$ cat src/hw/rtl/vcdlex_pkg.sv
// vcdlex_pkg: shared types, character codes and helpers for the value change
// dump byte lexer. No dependencies; used by vcdlex_core and the top level.
`timescale 1ns / 1ps
`default_nettype none

package vcdlex_pkg;

   localparam int TIME_BITS_DEFAULT = 64;
   localparam int MAX_RESULTS       = 6;

   // character codes
   localparam logic [7:0] CHAR_SPACE  = 8'h20;
   localparam logic [7:0] CHAR_TAB    = 8'h09;
   localparam logic [7:0] CHAR_LF     = 8'h0a;
   localparam logic [7:0] CHAR_CR     = 8'h0d;
   localparam logic [7:0] CHAR_DOLLAR = 8'h24;
   localparam logic [7:0] CHAR_HASH   = 8'h23;
   localparam logic [7:0] CHAR_0      = 8'h30;
   localparam logic [7:0] CHAR_1      = 8'h31;
   localparam logic [7:0] CHAR_9      = 8'h39;
   localparam logic [7:0] CHAR_X      = 8'h78;
   localparam logic [7:0] CHAR_Z      = 8'h7a;
   localparam logic [7:0] CHAR_B      = 8'h62;
   localparam logic [7:0] CHAR_R      = 8'h72;
   localparam logic [7:0] CHAR_E      = 8'h65;
   localparam logic [7:0] CHAR_N      = 8'h6e;
   localparam logic [7:0] CHAR_D      = 8'h64;

   typedef enum logic [3:0] {
      MODE_IDLE,
      MODE_KW_HOLD,
      MODE_KW,
      MODE_BODY_WS,
      MODE_BODY_WORD,
      MODE_BODY_HOLD,
      MODE_TIME,
      MODE_SC_VAL,
      MODE_SC_ID,
      MODE_VEC_VAL,
      MODE_VEC_GAP,
      MODE_VEC_ID
   } mode_type;

   typedef enum logic [2:0] {
      KIND_KEYWORD,
      KIND_BODY,
      KIND_SECTION_END,
      KIND_TIMESTAMP,
      KIND_VALUE,
      KIND_ID,
      KIND_CHANGE_END,
      KIND_ERROR
   } kind_type;

   typedef enum logic [2:0] {
      ERR_NONE,
      ERR_MISSING_END,
      ERR_UNEXPECTED,
      ERR_EMPTY_TIME,
      ERR_OVERFLOW
   } err_code_type;

   typedef struct packed {
      logic [7:0] byte_in;
      logic       last_byte;
   } req_word_type;

   typedef struct packed {
      logic [2:0]  kind;
      logic [7:0]  data_byte;
      logic [63:0] time_value;
      logic [2:0]  error_code;
      logic        end_of_run;
   } rsp_word_type;

   // one queued result; timestamp and error code travel once per burst
   typedef struct packed {
      kind_type   kind;
      logic [7:0] data_byte;
   } slot_type;

   typedef struct packed {
      logic [2:0]                     count;
      slot_type [MAX_RESULTS-1:0]     slots;
      logic [63:0]                    time_value;
      err_code_type                   error_code;
   } burst_type;

   function automatic logic is_ws(input logic [7:0] c);
      return (c == CHAR_SPACE) || (c == CHAR_TAB) || (c == CHAR_LF) || (c == CHAR_CR);
   endfunction

   // characters of the closing word, by position
   function automatic logic [7:0] end_char(input logic [1:0] idx);
      logic [7:0] r;
      case (idx)
         2'd0:    r = CHAR_DOLLAR;
         2'd1:    r = CHAR_E;
         2'd2:    r = CHAR_N;
         default: r = CHAR_D;
      endcase
      return r;
   endfunction

endpackage

`default_nettype wire

$ cat src/hw/rtl/vcdlex_core.sv
// vcdlex_core: lexer state and the single-pass decode of one byte into a burst
// of up to six result entries. Depends on vcdlex_pkg.
`timescale 1ns / 1ps
`default_nettype none

module vcdlex_core
   import vcdlex_pkg::*;
#(
   parameter int TIME_BITS = TIME_BITS_DEFAULT
) (
   input  wire logic         clock,
   input  wire logic         reset,
   input  wire logic         step,
   input  wire req_word_type in_word,
   output burst_type         burst
);

   localparam int PROD_BITS = TIME_BITS + 4;

   mode_type               mode_ff, mode_in;
   logic [TIME_BITS-1:0]   acc_ff, acc_in;
   logic                   dseen_ff, dseen_in;
   logic                   ddone_ff, ddone_in;
   logic [2:0]             hcnt_ff, hcnt_in;
   logic                   errl_ff, errl_in;

   logic [7:0]             c;
   logic                   ws;
   logic                   held_ext;
   logic [PROD_BITS-1:0]   prod;
   logic [TIME_BITS-1:0]   acc_keep;

   // burst pieces: flushed prefix, one byte, one closing entry
   logic                   flush_on;
   kind_type               flush_kind;
   logic                   flush_from;
   logic [2:0]             flush_to;
   logic                   byte_on;
   kind_type               byte_kind;
   logic                   tail_on;
   kind_type               tail_kind;
   err_code_type           tail_err;
   logic [63:0]            tail_time;
   logic [2:0]             fc;

   assign c        = in_word.byte_in;
   assign ws       = is_ws(c);
   // held bytes are always a prefix of the closing word, so the count says it all
   assign held_ext = (hcnt_ff < 3'd4) && (c == end_char(hcnt_ff[1:0]));
   assign prod     = (PROD_BITS'(acc_ff) << 3) + (PROD_BITS'(acc_ff) << 1)
                     + PROD_BITS'(c[3:0]);

   always_comb begin
      mode_in    = mode_ff;
      acc_in     = acc_ff;
      dseen_in   = dseen_ff;
      ddone_in   = ddone_ff;
      hcnt_in    = hcnt_ff;
      errl_in    = errl_ff;
      flush_on   = 1'b0;
      flush_kind = KIND_KEYWORD;
      flush_from = 1'b0;
      flush_to   = hcnt_ff;
      byte_on    = 1'b0;
      byte_kind  = KIND_KEYWORD;
      tail_on    = 1'b0;
      tail_kind  = KIND_ERROR;
      tail_err   = ERR_NONE;

      if (!errl_ff) begin
         case (mode_ff)
            MODE_KW_HOLD: begin
               if (ws) begin
                  if (hcnt_ff == 3'd4) begin
                     hcnt_in   = 3'd0;
                     tail_on   = 1'b1;
                     tail_kind = KIND_SECTION_END;
                     mode_in   = MODE_IDLE;
                  end else begin
                     flush_on   = 1'b1;
                     flush_from = 1'b1;
                     hcnt_in    = 3'd0;
                     mode_in    = MODE_BODY_WS;
                  end
               end else if (held_ext) begin
                  hcnt_in = hcnt_ff + 3'd1;
               end else begin
                  flush_on   = 1'b1;
                  flush_from = 1'b1;
                  hcnt_in    = 3'd0;
                  byte_on    = 1'b1;
                  mode_in    = MODE_KW;
               end
            end
            MODE_KW: begin
               if (ws) begin
                  mode_in = MODE_BODY_WS;
               end else begin
                  byte_on = 1'b1;
               end
            end
            MODE_BODY_WS: begin
               if (c == CHAR_DOLLAR) begin
                  hcnt_in = 3'd1;
                  mode_in = MODE_BODY_HOLD;
               end else begin
                  byte_on   = 1'b1;
                  byte_kind = KIND_BODY;
                  if (!ws) begin
                     mode_in = MODE_BODY_WORD;
                  end
               end
            end
            MODE_BODY_WORD: begin
               byte_on   = 1'b1;
               byte_kind = KIND_BODY;
               if (ws) begin
                  mode_in = MODE_BODY_WS;
               end
            end
            MODE_BODY_HOLD: begin
               if (ws && (hcnt_ff == 3'd4)) begin
                  hcnt_in   = 3'd0;
                  tail_on   = 1'b1;
                  tail_kind = KIND_SECTION_END;
                  mode_in   = MODE_IDLE;
               end else if (!ws && held_ext) begin
                  hcnt_in = hcnt_ff + 3'd1;
               end else begin
                  flush_on   = 1'b1;
                  flush_kind = KIND_BODY;
                  hcnt_in    = 3'd0;
                  byte_on    = 1'b1;
                  byte_kind  = KIND_BODY;
                  mode_in    = ws ? MODE_BODY_WS : MODE_BODY_WORD;
               end
            end
            MODE_TIME: begin
               if (ws) begin
                  tail_on = 1'b1;
                  if (dseen_ff) begin
                     tail_kind = KIND_TIMESTAMP;
                     mode_in   = MODE_IDLE;
                  end else begin
                     tail_err = ERR_EMPTY_TIME;
                     errl_in  = 1'b1;
                  end
               end else if (ddone_ff) begin
                  ddone_in = 1'b1;
               end else if ((c >= CHAR_0) && (c <= CHAR_9)) begin
                  if (prod[PROD_BITS-1:TIME_BITS] != 4'd0) begin
                     tail_on  = 1'b1;
                     tail_err = ERR_OVERFLOW;
                     errl_in  = 1'b1;
                  end else begin
                     acc_in   = prod[TIME_BITS-1:0];
                     dseen_in = 1'b1;
                  end
               end else if (dseen_ff) begin
                  ddone_in = 1'b1;
               end else begin
                  tail_on  = 1'b1;
                  tail_err = ERR_EMPTY_TIME;
                  errl_in  = 1'b1;
               end
            end
            MODE_SC_VAL: begin
               if (ws) begin
                  tail_on  = 1'b1;
                  tail_err = ERR_UNEXPECTED;
                  errl_in  = 1'b1;
               end else begin
                  byte_on   = 1'b1;
                  byte_kind = KIND_ID;
                  mode_in   = MODE_SC_ID;
               end
            end
            MODE_SC_ID, MODE_VEC_ID: begin
               if (ws) begin
                  tail_on   = 1'b1;
                  tail_kind = KIND_CHANGE_END;
                  mode_in   = MODE_IDLE;
               end else begin
                  byte_on   = 1'b1;
                  byte_kind = KIND_ID;
               end
            end
            MODE_VEC_VAL: begin
               if (ws) begin
                  mode_in = MODE_VEC_GAP;
               end else begin
                  byte_on   = 1'b1;
                  byte_kind = KIND_VALUE;
               end
            end
            MODE_VEC_GAP: begin
               if (!ws) begin
                  byte_on   = 1'b1;
                  byte_kind = KIND_ID;
                  mode_in   = MODE_VEC_ID;
               end
            end
            default: begin
               // token start
               mode_in = MODE_IDLE;
               if (ws) begin
                  mode_in = MODE_IDLE;
               end else if (c == CHAR_DOLLAR) begin
                  hcnt_in = 3'd1;
                  mode_in = MODE_KW_HOLD;
               end else if (c == CHAR_HASH) begin
                  acc_in   = '0;
                  dseen_in = 1'b0;
                  ddone_in = 1'b0;
                  mode_in  = MODE_TIME;
               end else if ((c == CHAR_0) || (c == CHAR_1) || (c == CHAR_X)
                            || (c == CHAR_Z)) begin
                  byte_on   = 1'b1;
                  byte_kind = KIND_VALUE;
                  mode_in   = MODE_SC_VAL;
               end else if ((c == CHAR_B) || (c == CHAR_R)) begin
                  byte_on   = 1'b1;
                  byte_kind = KIND_VALUE;
                  mode_in   = MODE_VEC_VAL;
               end else begin
                  tail_on  = 1'b1;
                  tail_err = ERR_UNEXPECTED;
                  errl_in  = 1'b1;
               end
            end
         endcase

         // last byte closes whatever is open
         if (!errl_in && in_word.last_byte) begin
            case (mode_in)
               MODE_KW_HOLD, MODE_BODY_HOLD: begin
                  tail_on = 1'b1;
                  if (hcnt_in == 3'd4) begin
                     tail_kind = KIND_SECTION_END;
                  end else begin
                     flush_on   = 1'b1;
                     flush_to   = hcnt_in;
                     flush_kind = (mode_in == MODE_KW_HOLD) ? KIND_KEYWORD : KIND_BODY;
                     flush_from = (mode_in == MODE_KW_HOLD);
                     tail_err   = ERR_MISSING_END;
                  end
               end
               MODE_KW, MODE_BODY_WS, MODE_BODY_WORD: begin
                  tail_on  = 1'b1;
                  tail_err = ERR_MISSING_END;
               end
               MODE_TIME: begin
                  tail_on = 1'b1;
                  if (dseen_in) begin
                     tail_kind = KIND_TIMESTAMP;
                  end else begin
                     tail_err = ERR_EMPTY_TIME;
                  end
               end
               MODE_SC_ID, MODE_VEC_ID: begin
                  tail_on   = 1'b1;
                  tail_kind = KIND_CHANGE_END;
               end
               MODE_SC_VAL, MODE_VEC_VAL, MODE_VEC_GAP: begin
                  tail_on  = 1'b1;
                  tail_err = ERR_UNEXPECTED;
               end
               default: begin
                  // idle: a closing entry from this byte stands as it is
               end
            endcase
         end
      end

      // timestamp value as decoded, ahead of the end-of-run clear
      acc_keep = acc_in;

      if (in_word.last_byte) begin
         mode_in  = MODE_IDLE;
         acc_in   = '0;
         dseen_in = 1'b0;
         ddone_in = 1'b0;
         hcnt_in  = 3'd0;
         errl_in  = 1'b0;
      end
   end

   assign tail_time = (tail_kind == KIND_TIMESTAMP) ? 64'(acc_keep) : 64'd0;
   assign fc        = (flush_on && (flush_to > {2'b00, flush_from}))
                      ? (flush_to - {2'b00, flush_from}) : 3'd0;

   // lay the pieces out in emission order
   always_comb begin
      burst.count      = fc + {2'b00, byte_on} + {2'b00, tail_on};
      burst.time_value = tail_time;
      burst.error_code = (tail_on && (tail_kind == KIND_ERROR)) ? tail_err : ERR_NONE;
      for (int i = 0; i < MAX_RESULTS; i++) begin
         if (3'(i) < fc) begin
            burst.slots[i].kind      = flush_kind;
            burst.slots[i].data_byte = end_char(2'(i + int'(flush_from)));
         end else if (byte_on && (3'(i) == fc)) begin
            burst.slots[i].kind      = byte_kind;
            burst.slots[i].data_byte = c;
         end else begin
            burst.slots[i].kind      = tail_kind;
            burst.slots[i].data_byte = 8'd0;
         end
      end
   end

   always_ff @(posedge clock) begin
      if (reset) begin
         mode_ff  <= MODE_IDLE;
         acc_ff   <= '0;
         dseen_ff <= 1'b0;
         ddone_ff <= 1'b0;
         hcnt_ff  <= 3'd0;
         errl_ff  <= 1'b0;
      end else if (step) begin
         mode_ff  <= mode_in;
         acc_ff   <= acc_in;
         dseen_ff <= dseen_in;
         ddone_ff <= ddone_in;
         hcnt_ff  <= hcnt_in;
         errl_ff  <= errl_in;
      end
   end

endmodule

`default_nettype wire

$ cat src/hw/rtl/vcd_byte_stream_lexer_unit.sv
// vcd_byte_stream_lexer_unit: top level of the value change dump byte lexer.
// Depends on vcdlex_pkg and vcdlex_core.
`timescale 1ns / 1ps
`default_nettype none

// Tokenizes value change dump text one byte per word. A byte enters an input
// register, is decoded in one pass against the lexer state into a burst of
// zero to six result words, and the burst lands in a result queue that the
// rsp_ port drains one word per cycle while rsp_stall is low. A byte that
// yields at most one word leaves the queue free for the next, so plain text
// streams at one byte per clock unless rsp_ stalls; a byte that yields more
// words holds the queue and stalls the next byte, since the single result
// port is the bottleneck (flushes of a held dollar word and the last byte of
// a run, which also closes the open word, are what produce more than one).
// end_of_run marks the final word of each burst; a byte that yields nothing
// produces no word. After an error the block stays quiet until the word
// flagged last_byte, which also returns it to its reset state. Reset is
// synchronous, active high.
module vcd_byte_stream_lexer_unit
   import vcdlex_pkg::*;
#(
   parameter int TIME_BITS = TIME_BITS_DEFAULT
) (
   input  wire logic         clock,
   input  wire logic         reset,
   input  wire logic         req_valid,
   output logic              req_stall,
   input  wire req_word_type req_word,
   output logic              rsp_valid,
   input  wire logic         rsp_stall,
   output rsp_word_type      rsp_word
);

   // input register
   logic                          in_valid_ff, in_valid_in;
   req_word_type                  in_word_ff, in_word_in;

   // result queue, slot zero is the head
   logic [2:0]                    out_count_ff, out_count_in;
   slot_type [MAX_RESULTS-1:0]    slots_ff, slots_in;
   logic [63:0]                   time_ff, time_in;
   err_code_type                  err_ff, err_in;

   logic                          req_take;
   logic                          rsp_take;
   logic                          queue_free;
   logic                          advance;
   burst_type                     new_burst;

   // queue can take a new burst when empty or draining its final word
   assign rsp_take   = rsp_valid && !rsp_stall;
   assign queue_free = (out_count_ff == 3'd0) || ((out_count_ff == 3'd1) && rsp_take);
   assign advance    = in_valid_ff && queue_free;
   assign req_stall  = in_valid_ff && !queue_free;
   assign req_take   = req_valid && !req_stall;

   vcdlex_core #(
      .TIME_BITS (TIME_BITS)
   ) u_core (
      .clock   (clock),
      .reset   (reset),
      .step    (advance),
      .in_word (in_word_ff),
      .burst   (new_burst)
   );

   always_comb begin
      in_valid_in = in_valid_ff;
      in_word_in  = in_word_ff;
      if (req_take) begin
         in_valid_in = 1'b1;
         in_word_in  = req_word;
      end else if (advance) begin
         in_valid_in = 1'b0;
      end
   end

   always_comb begin
      out_count_in = out_count_ff;
      slots_in     = slots_ff;
      time_in      = time_ff;
      err_in       = err_ff;
      if (advance) begin
         out_count_in = new_burst.count;
         slots_in     = new_burst.slots;
         time_in      = new_burst.time_value;
         err_in       = new_burst.error_code;
      end else if (rsp_take) begin
         // pop the head
         out_count_in = out_count_ff - 3'd1;
         for (int i = 0; i < MAX_RESULTS - 1; i++) begin
            slots_in[i] = slots_ff[i+1];
         end
      end
   end

   always_ff @(posedge clock) begin
      if (reset) begin
         in_valid_ff  <= 1'b0;
         out_count_ff <= 3'd0;
      end else begin
         in_valid_ff  <= in_valid_in;
         out_count_ff <= out_count_in;
      end
   end

   always_ff @(posedge clock) begin
      in_word_ff <= in_word_in;
      slots_ff   <= slots_in;
      time_ff    <= time_in;
      err_ff     <= err_in;
   end

   // head of the queue drives the port
   always_comb begin
      rsp_valid           = out_count_ff != 3'd0;
      rsp_word.kind       = slots_ff[0].kind;
      rsp_word.data_byte  = slots_ff[0].data_byte;
      rsp_word.time_value = (slots_ff[0].kind == KIND_TIMESTAMP) ? time_ff : 64'd0;
      rsp_word.error_code = (slots_ff[0].kind == KIND_ERROR) ? err_ff : ERR_NONE;
      rsp_word.end_of_run = out_count_ff == 3'd1;
   end

`ifndef NO_ASSERTIONS
   // timestamps and errors only ever close a burst
   assert property (@(posedge clock) disable iff (reset)
      (rsp_valid && ((rsp_word.kind == KIND_TIMESTAMP) || (rsp_word.kind == KIND_ERROR)))
      |-> rsp_word.end_of_run)
   else $error("timestamp or error word not last of its burst");

   // a decoded byte never yields more words than the queue holds
   assert property (@(posedge clock) disable iff (reset)
      advance |-> (new_burst.count <= 3'(MAX_RESULTS)))
   else $error("burst larger than result queue");

   // pending words are never overwritten by a new burst
   assert property (@(posedge clock) disable iff (reset)
      (out_count_ff > 3'd1) |-> !advance)
   else $error("burst loaded over pending words");

   // a byte waiting behind a busy queue goes through once the queue drains
   assert property (@(posedge clock) disable iff (reset)
      (in_valid_ff && (out_count_ff == 3'd0)) |=> !$stable(out_count_ff) || !in_valid_ff
      || (out_count_ff == 3'd0))
   else $error("input byte not decoded while queue empty");
`endif

endmodule

`default_nettype wire

$ cat config.mk
export PLATFORM = sky130hd
export DESIGN_NAME = vcd_byte_stream_lexer_unit
export DESIGN_NICKNAME = d
export VERILOG_FILES = /design/src/hw/rtl/vcdlex_pkg.sv /design/src/hw/rtl/vcdlex_core.sv /design/src/hw/rtl/vcd_byte_stream_lexer_unit.sv
export SDC_FILE = /design/constraint.sdc
export NUM_CORES = 1
export LEC_CHECK = 0
export BUFFER_PORTS_ARGS = -buffer_cell sky130_fd_sc_hd__buf_4
export CORE_MARGIN = 2
export CORE_UTILIZATION = 53
export DETAILED_ROUTE_END_ITERATION = 12
export GPL_ROUTABILITY_DRIVEN = 0
export GPL_TIMING_DRIVEN = 1
export PLACE_DENSITY = 0.69
export SYNTH_ARGS = -nofsm -noshare
export SYNTH_HDL_FRONTEND = slang
export SYNTH_SLANG_ARGS = --single-unit
$ cat constraint.sdc
create_clock -name clock -period 7.37 [get_ports clock]
set_input_delay 1.474 -clock clock [delete_from_list [all_inputs] [get_ports clock]]
set_output_delay 1.474 -clock clock [all_outputs]
set_load 0.01 [all_outputs]
==> results.py, run 1 <==
metrics = {
    "synth": {
        "synth-simple-area-share_pct": 20.3,
        "synth_xor_area_share_pct": 3.53,
        "synth_nets": 1997,
        "async_flop_share_pct": 0,
        "synth_area_leader_cell": "edfxtp_1",
        "yosys_warnings": 0,
        "yosysSeqAreaShare_pct": 36.1,
        "synth_ff_type": "edfxtp_1",
        "synth_edf_count": 142,
        "ys_top_cells_by_area": "edfxtp_1, ha_1, dfxtp_1",
        "synth_compound_area_share_pct": 24.1,
        "synthMuxAreaShare_pct": 0.442,
        "syn_area_per_cell_um2": 8.75,
        "synth_top_family_by_area": "compound AO/OA/AOI/OAI gates",
        "syn-cell-area_um2": 16100,
        "synth_cells": 1845,
        "synthDistinctLibCells": 97,
        "synth_top_area_share_pct": 26.4,
        "ys_seq_elements": 220,
        "synthAdderAreaFrac_pct": 10.9,
    },
    "clock_network": {
        "ctsHoldBuffers": 0,
        "clkSinkCount": 220,
        "clk_latency_ns": 0.55,
        "htreeDepth": 1,
        "numCtsBuffers": 25,
        "root_buffer": "clkbuf_16",
        "clock_path_buffers": 3,
        "post_cts_buffers": 0,
        "cts_tree": "built",
        "cts_resized": 0,
        "clkTransAtPathRegs_ns": 0.06,
    },
    "global_routing": {
        "grt-busiest-layer": "met2",
        "grt_use_met3_pct": 3.60,
        "grt_usage_pct": 26.5,
        "grt_pass1_wl_um": 69100,
        "grt-ovfl-total": 0,
        "grt_pass1_vias": 13224,
        "antenna_found_initial": 0,
        "met2_usage_pct": 41.9,
        "grt_use_met1_pct": 38.6,
        "grt_max_degree": 80,
    },
    "power": {
        "sequentialPowerShare_pct": 44.9,
        "power.share.clock_pct": 32.5,
        "power.leakage_uw": 0.00732,
        "power_density_nw_per_um2": 223,
        "p_int_uw": 2750,
        "vdd_drop_max_uv": 164,
        "swShare_pct": 30.2,
        "combPwrFrac_pct": 22.6,
        "p_switching_uw": 1190,
    },
    "drt": {
        "drt-wirelength-per-cell_um": 18.9,
        "firstDrtPassIters": 6,
        "drt_iter0_drc": 1440,
        "wl_um": 42500,
        "vias": 14215,
        "postRouteAntennaNets": 0,
        "viasPerCell": 6.32,
        "route.detailed.drc": 0,
    },
    "sta": {
        "rsz0062_at_grt": "no",
        "period_share_pct": 81.6,
        "drv_slew": 0,
        "hold_viol_final": 0,
        "max_freq_mhz": 166,
        "tightest_slew_ns": 1.17,
        "max_slew_margin_pct": 20.8,
        "fin_crit_ns": 6.01,
        "finalSetupViolCount": 0,
        "worst_slack_ns": 1.36,
        "fin_worst_skew_ns": 0.0127,
        "holdWs_ns": 0.496,
        "tns_ns": 0,
    },
    "worst_setup_path": {
        "end_kind": "register",
        "crit_arrival_ns": 6.40,
        "critical-path-top-delay-family": "simple AND/OR/NAND/NOR gates",
        "crit_slowest_cell": "or4_1",
        "worstPathMaxFanout": 17,
        "r2r_slack_ns": 1.36,
        "r2r-end": "slots_ff[50]$_DFFE_PP_",
        "critPathKind": "register to register",
        "crit_top_cell": "buf_4",
        "r2r_cells": 18,
        "regToRegStartpoint": "in_word_ff[7]$_DFFE_PP_",
        "critical_path_buf_inv_count": 2,
        "cp-start-kind": "register",
        "path_cells": "or2_1 > or4_1 > o2111ai_1 > o311ai_1 > a211oi_2 > buf_4 > and2_1 > nand2_2 > o2bb2ai_1 > ha_1 > nor2_1 > nor3_1 > and3_1 > nor4_4 > buf_4 > nor2b_1 > nand4_2 > o211ai_1",
        "critical_path.max_stage_delay_ns": 0.69,
        "cp.required_ns": 7.75,
    },
    "run_status": {
        "status": "completed",
    },
    "layout": {
        "register_area_um2": 5830,
        "final_common_cell": "nor2_1",
        "layout_common_cells": "nor2_1, nand2_1, edfxtp_1, ha_1, a21oi_1",
        "drive_above_1_share_pct": 10.4,
        "area_delta_synth_final_pct": 9.64,
        "nFillCells": 2625,
        "multi_input_area_um2": 9600,
        "antenna_cells": 0,
        "nets": 1992,
    },
    "worst_hold_path": {
        "timing.hold.worst.class": "register to register",
        "hp-start": "in_valid_ff$_SDFFE_PP0P_",
        "hold_end": "in_valid_ff$_SDFFE_PP0P_",
        "holdPathStages": 2,
    },
    "die": {
        "start_util_pct": 54.2,
        "std_cell_rows": 63,
        "die_area_um2": 31900,
        "core_area_um2": 29800,
        "ios": 94,
        "die_h_um": 179,
        "fp.dieW_um": 179,
    },
    "run": {
        "maxCapViolCount": 0,
    },
    "placed_design": {
        "pre_cts_ws_ns": 1.50,
        "post-dp-hpwl_um": 30100,
        "port-buffer-count": 93,
    },
}
metal layers:
metal | up-vias | part of all wire [%]
li1 | 6841 | -
met1 | 6739 | 45
met2 | 556 | 45
met3 | 79 | 7.5
met4 | 0 | 2.1
met5 | - | 0
flip-flops by register name (all words and copies together), names as in the netlist:
register	count
u_core.errl_ff	1
out_count_ff	3
u_core.ddone_ff	1
u_core.mode_ff	4
in_valid_ff	1
u_core.acc_ff	64
slots_ff	55
err_ff	3
in_word_ff	9
u_core.hcnt_ff	3
time_ff	64
u_core.dseen_ff	1
rsp_word	11
cells in the mapped netlist (all sizes together), types with 34 or more instances:
cell      n
buf      39
nand3    45
nand2   179
a22oi   122
o21ai   103
clkbuf  103
and2     83
nor3     34
nor2    191
a21oi   126
ha      136
xnor2    39
a21o     47
inv      34
nand4    36
edfxtp  142
dfxtp    78
stage by stage:
step / std cells / utilization, % / total power, uW / area, um2
floorplan: 1845 / - / 2380 / 16100
global placement: 2203 / 56.6 / 2670 / 16900
detailed placement: 2203 / 56.6 / 2690 / 16900
CTS: 2249 / 59.4 / 3970 / 17700
global route: 2249 / 59.4 / 4130 / 17700
finish: 2249 / 59.4 / 3940 / 17700
worst register-to-register path, stage by stage, from the launching register on:
cell,delay (ns)
edfxtp_1,0.61
or2_1,0.32
or4_1,0.69
o2111ai_1,0.26
o311ai_1,0.15
a211oi_2,0.23
buf_4,0.22
and2_1,0.32
nand2_2,0.17
o2bb2ai_1,0.27
ha_1,0.43
nor2_1,0.30
nor3_1,0.09
and3_1,0.23
nor4_4,0.20
buf_4,0.24
nor2b_1,0.58
nand4_2,0.27
o211ai_1,0.26
power by group through the flow:
stage / clock network, uW / registers [uW] / logic, uW
floorplan: 0 / 1760 / 614
global placement: 0 / 1790 / 879
detailed placement: 0 / 1800 / 896
CTS: 1300 / 1770 / 900
global route: 1340 / 1790 / 991
finish: 1280 / 1770 / 891
area by class of cell:
type	instances	share of cell area [%]
timing repair buffer	110	4.67
multi-input combinational	1448	54.2
clock buffer	33	3.76
clock inverter	13	0.926
tap	390	2.76
sequential	220	32.9
inverter	35	0.756
kinds of logic (layout without fill, tap and decap cells):
group           Yosys count  count (layout)
fa+ha+maj               139             139
simple gates            670             670
buf+inv                 177             191
xor+xnor                 65              65
flops                   220             220
compound gates          567             567
mux                       7               7
worst max path at each step:
stage / start / endpoint / slack [ns] / depth (start not counted)
5_1_grt: in_word_ff[7]$_DFFE_PP_ / slots_ff[44]$_DFFE_PP_ / 1.00 / 18
6_report: in_word_ff[7]$_DFFE_PP_ / slots_ff[50]$_DFFE_PP_ / 1.36 / 18
3_5_place_dp: in_word_ff[7]$_DFFE_PP_ / slots_ff[50]$_DFFE_PP_ / 1.50 / 18
3_3_place_gp: in_word_ff[2]$_DFFE_PP_ / out_count_ff[2]$_SDFFE_PP0P_ / 1.82 / 20
2_1_floorplan: rsp_stall / slots_ff[11]$_DFFE_PP_ / 2.24 / 8
4_1_cts: in_word_ff[2]$_DFFE_PP_ / slots_ff[50]$_DFFE_PP_ / 1.48 / 18
Power figures use the tool's default switching activity.
==> run 2: changes to the inputs <==
- PLACE_DENSITY: 0.69 -> 0.72
- clock period: 7.37 -> 5 ns (I/O delays scaled with it)
==> run 2 against run 1 <==
Against the previous run: die area unchanged; utilization is 1.7 points higher; global-route usage increased by 0.18 points; combinational power rose by 54%; non-clock buffer count increased by 55; flip-flop and latch count is the same; critical path depth up 1; via count is 1.9% higher; critical path type unchanged; critical endpoint is now slots_ff[30]$_DFFE_PP_.
==> results.py, run 2 (synthesized netlist as in run 1, its figures left out) <==
metrics = {
    "drt": {
        "drt-wirelength-per-cell_um": 18.6,
        "drt_iter0_drc": 1331,
        "firstDrtPassIters": 6,
        "vias": 14492,
        "route.detailed.drc": 0,
        "viasPerCell": 6.29,
        "postRouteAntennaNets": 0,
        "wl_um": 42800,
    },
    "power": {
        "power_uw": 5700,
        "sequentialPowerShare_pct": 45.6,
        "power.share.clock_pct": 30.3,
        "swShare_pct": 30.6,
        "combPwrFrac_pct": 24.1,
        "vdd_drop_max_uv": 248,
        "p_int_uw": 3950,
        "p_switching_uw": 1740,
        "power.leakage_uw": 0.00760,
        "power_density_nw_per_um2": 313,
    },
    "sta": {
        "period_share_pct": 95.4,
        "worst_slack_ns": 0.231,
        "finalSetupViolCount": 0,
        "hold_viol_final": 0,
        "max_slew_margin_pct": 21.2,
        "fin_worst_skew_ns": 0.0212,
        "fin_crit_ns": 4.77,
        "max_freq_mhz": 210,
        "holdWs_ns": 0.493,
        "drv_slew": 0,
        "rsz0062_at_grt": "yes",
        "tightest_slew_ns": 1.18,
    },
    "layout": {
        "drive_above_1_share_pct": 13.6,
        "nets": 2047,
        "finish.utilization_pct": 61.1,
        "multi_input_area_um2": 9670,
        "largestRegisters": "time_ff (64), u_core.acc_ff (64), slots_ff (55)",
        "final_common_cell": "nor2_1",
        "layout_common_cells": "nor2_1, nand2_1, buf_4, edfxtp_1, ha_1",
        "register_area_um2": 5830,
        "area_delta_synth_final_pct": 12.7,
        "nFillCells": 2626,
        "antenna_cells": 0,
    },
    "worst_hold_path": {
        "timing.hold.worst.class": "register to register",
        "hold_end": "in_valid_ff$_SDFFE_PP0P_",
        "holdPathStages": 2,
        "hp-start": "in_valid_ff$_SDFFE_PP0P_",
    },
    "die": {
        "core_area_um2": 29800,
        "ios": 94,
        "start_util_pct": 54.2,
        "die_area_um2": 31900,
        "die_h_um": 179,
        "std_cell_rows": 63,
        "fp.dieW_um": 179,
    },
    "clock_network": {
        "clkTransAtPathRegs_ns": 0.06,
        "htreeDepth": 1,
        "clk_latency_ns": 0.56,
        "root_buffer": "clkbuf_16",
        "numCtsBuffers": 25,
        "ctsHoldBuffers": 0,
        "clkSinkCount": 220,
        "clock_path_buffers": 3,
        "cts_tree": "built",
    },
    "placed_design": {
        "pre_cts_ws_ns": 0.149,
        "port-buffer-count": 93,
        "post-dp-hpwl_um": 30900,
    },
    "worst_setup_path": {
        "r2r_slack_ns": 0.23,
        "cp-start-kind": "register",
        "worstPathMaxFanout": 15,
        "end_kind": "register",
        "regToRegStartpoint": "u_core.hcnt_ff[0]$_SDFFE_PP0P_",
        "cp.required_ns": 5.30,
        "crit_arrival_ns": 5.07,
        "critPathKind": "register to register",
        "r2r_cells": 19,
        "r2r-end": "slots_ff[30]$_DFFE_PP_",
    },
    "run": {
        "maxCapViolCount": 0,
    },
    "global_routing": {
        "grt_max_degree": 80,
        "grt_pass1_vias": 13831,
        "grt-ovfl-total": 0,
        "antenna_found_initial": 0,
        "grt_pass1_wl_um": 69800,
        "grt_usage_pct": 26.7,
    },
    "run_status": {
        "status": "completed",
    },
}
[run 2: cell types whose count changed in the layout (fill, tap and decap cells not counted), sizes merged]
cell    delta
inv        -2
clkinv     +3
buf       +55
bufinv     -3
clkbuf     +1
[run 2: final cells by class]
class | instances | area share (%)
timing repair buffer | 165 | 7.22
tap | 390 | 2.68
clock inverter | 11 | 0.406
multi-input combinational | 1448 | 53.2
sequential | 220 | 32.0
clock buffer | 34 | 3.79
inverter | 35 | 0.736
[run 2: per-stage QoR]
step           setup TNS [ns]  area [um2]  instances
4_1_cts                     0       18100       2299
3_5_place_dp                0       17300       2254
3_3_place_gp                0       17300       2254
2_1_floorplan               0       16100       1845
6_report                    0       18200       2303
5_1_grt               -0.0440       18200       2303
[run 2: how the worst max path moves through the flow]
stage                              startpoint                            to  slack (ns)  depth (start not counted)
6_report       u_core.hcnt_ff[0]$_SDFFE_PP0P_        slots_ff[30]$_DFFE_PP_        0.23                         19
2_1_floorplan         in_word_ff[5]$_DFFE_PP_  out_count_ff[2]$_SDFFE_PP0P_        0.05                         21
4_1_cts               in_word_ff[4]$_DFFE_PP_  out_count_ff[2]$_SDFFE_PP0P_        0.15                         19
3_3_place_gp          in_word_ff[4]$_DFFE_PP_  out_count_ff[2]$_SDFFE_PP0P_        0.23                         20
5_1_grt        u_core.hcnt_ff[0]$_SDFFE_PP0P_        slots_ff[30]$_DFFE_PP_       -0.03                         19
3_5_place_dp          in_word_ff[4]$_DFFE_PP_  out_count_ff[2]$_SDFFE_PP0P_        0.15                         19
[run 2: power groups by stage]
stage / combinational (uW) / sequential (uW) / clock [uW]
after floorplan: 905 / 2600 / 0
after global placement: 1340 / 2620 / 0
after detailed placement: 1370 / 2640 / 0
after CTS: 1370 / 2600 / 1750
after global routing: 1520 / 2640 / 1830
final: 1370 / 2600 / 1730
[run 2: metal layers]
layer,track usage (%),routed length (um)
met1,36.9,19400
met2,42.9,19500
met3,3.86,2810
met4,8.91,1130
met5,0,0
[run 2: what timing repair did]
item,4_1_cts,5_1_grt
gates resized for setup,0,18
setup endpoints to repair,0,94
buffers inserted,0,4
[run 2: worst max-delay path: stages (launching register included)]
cell and delay (ns):
dfxtp_1 0.41, inv_1 0.12, ha_1 0.29, xnor2_1 0.17, nor4b_2 0.43, and2_4 0.25, o21bai_1 0.09, a211oi_2 0.27
and2_1 0.19, nand2_2 0.11, mux2i_1 0.15, ha_1 0.34, nor2_2 0.07, a2111oi_4 0.41, nor4_4 0.11, buf_12 0.20
and2_4 0.17, and4_1 0.27, a2111oi_2 0.38, nor2_1 0.07
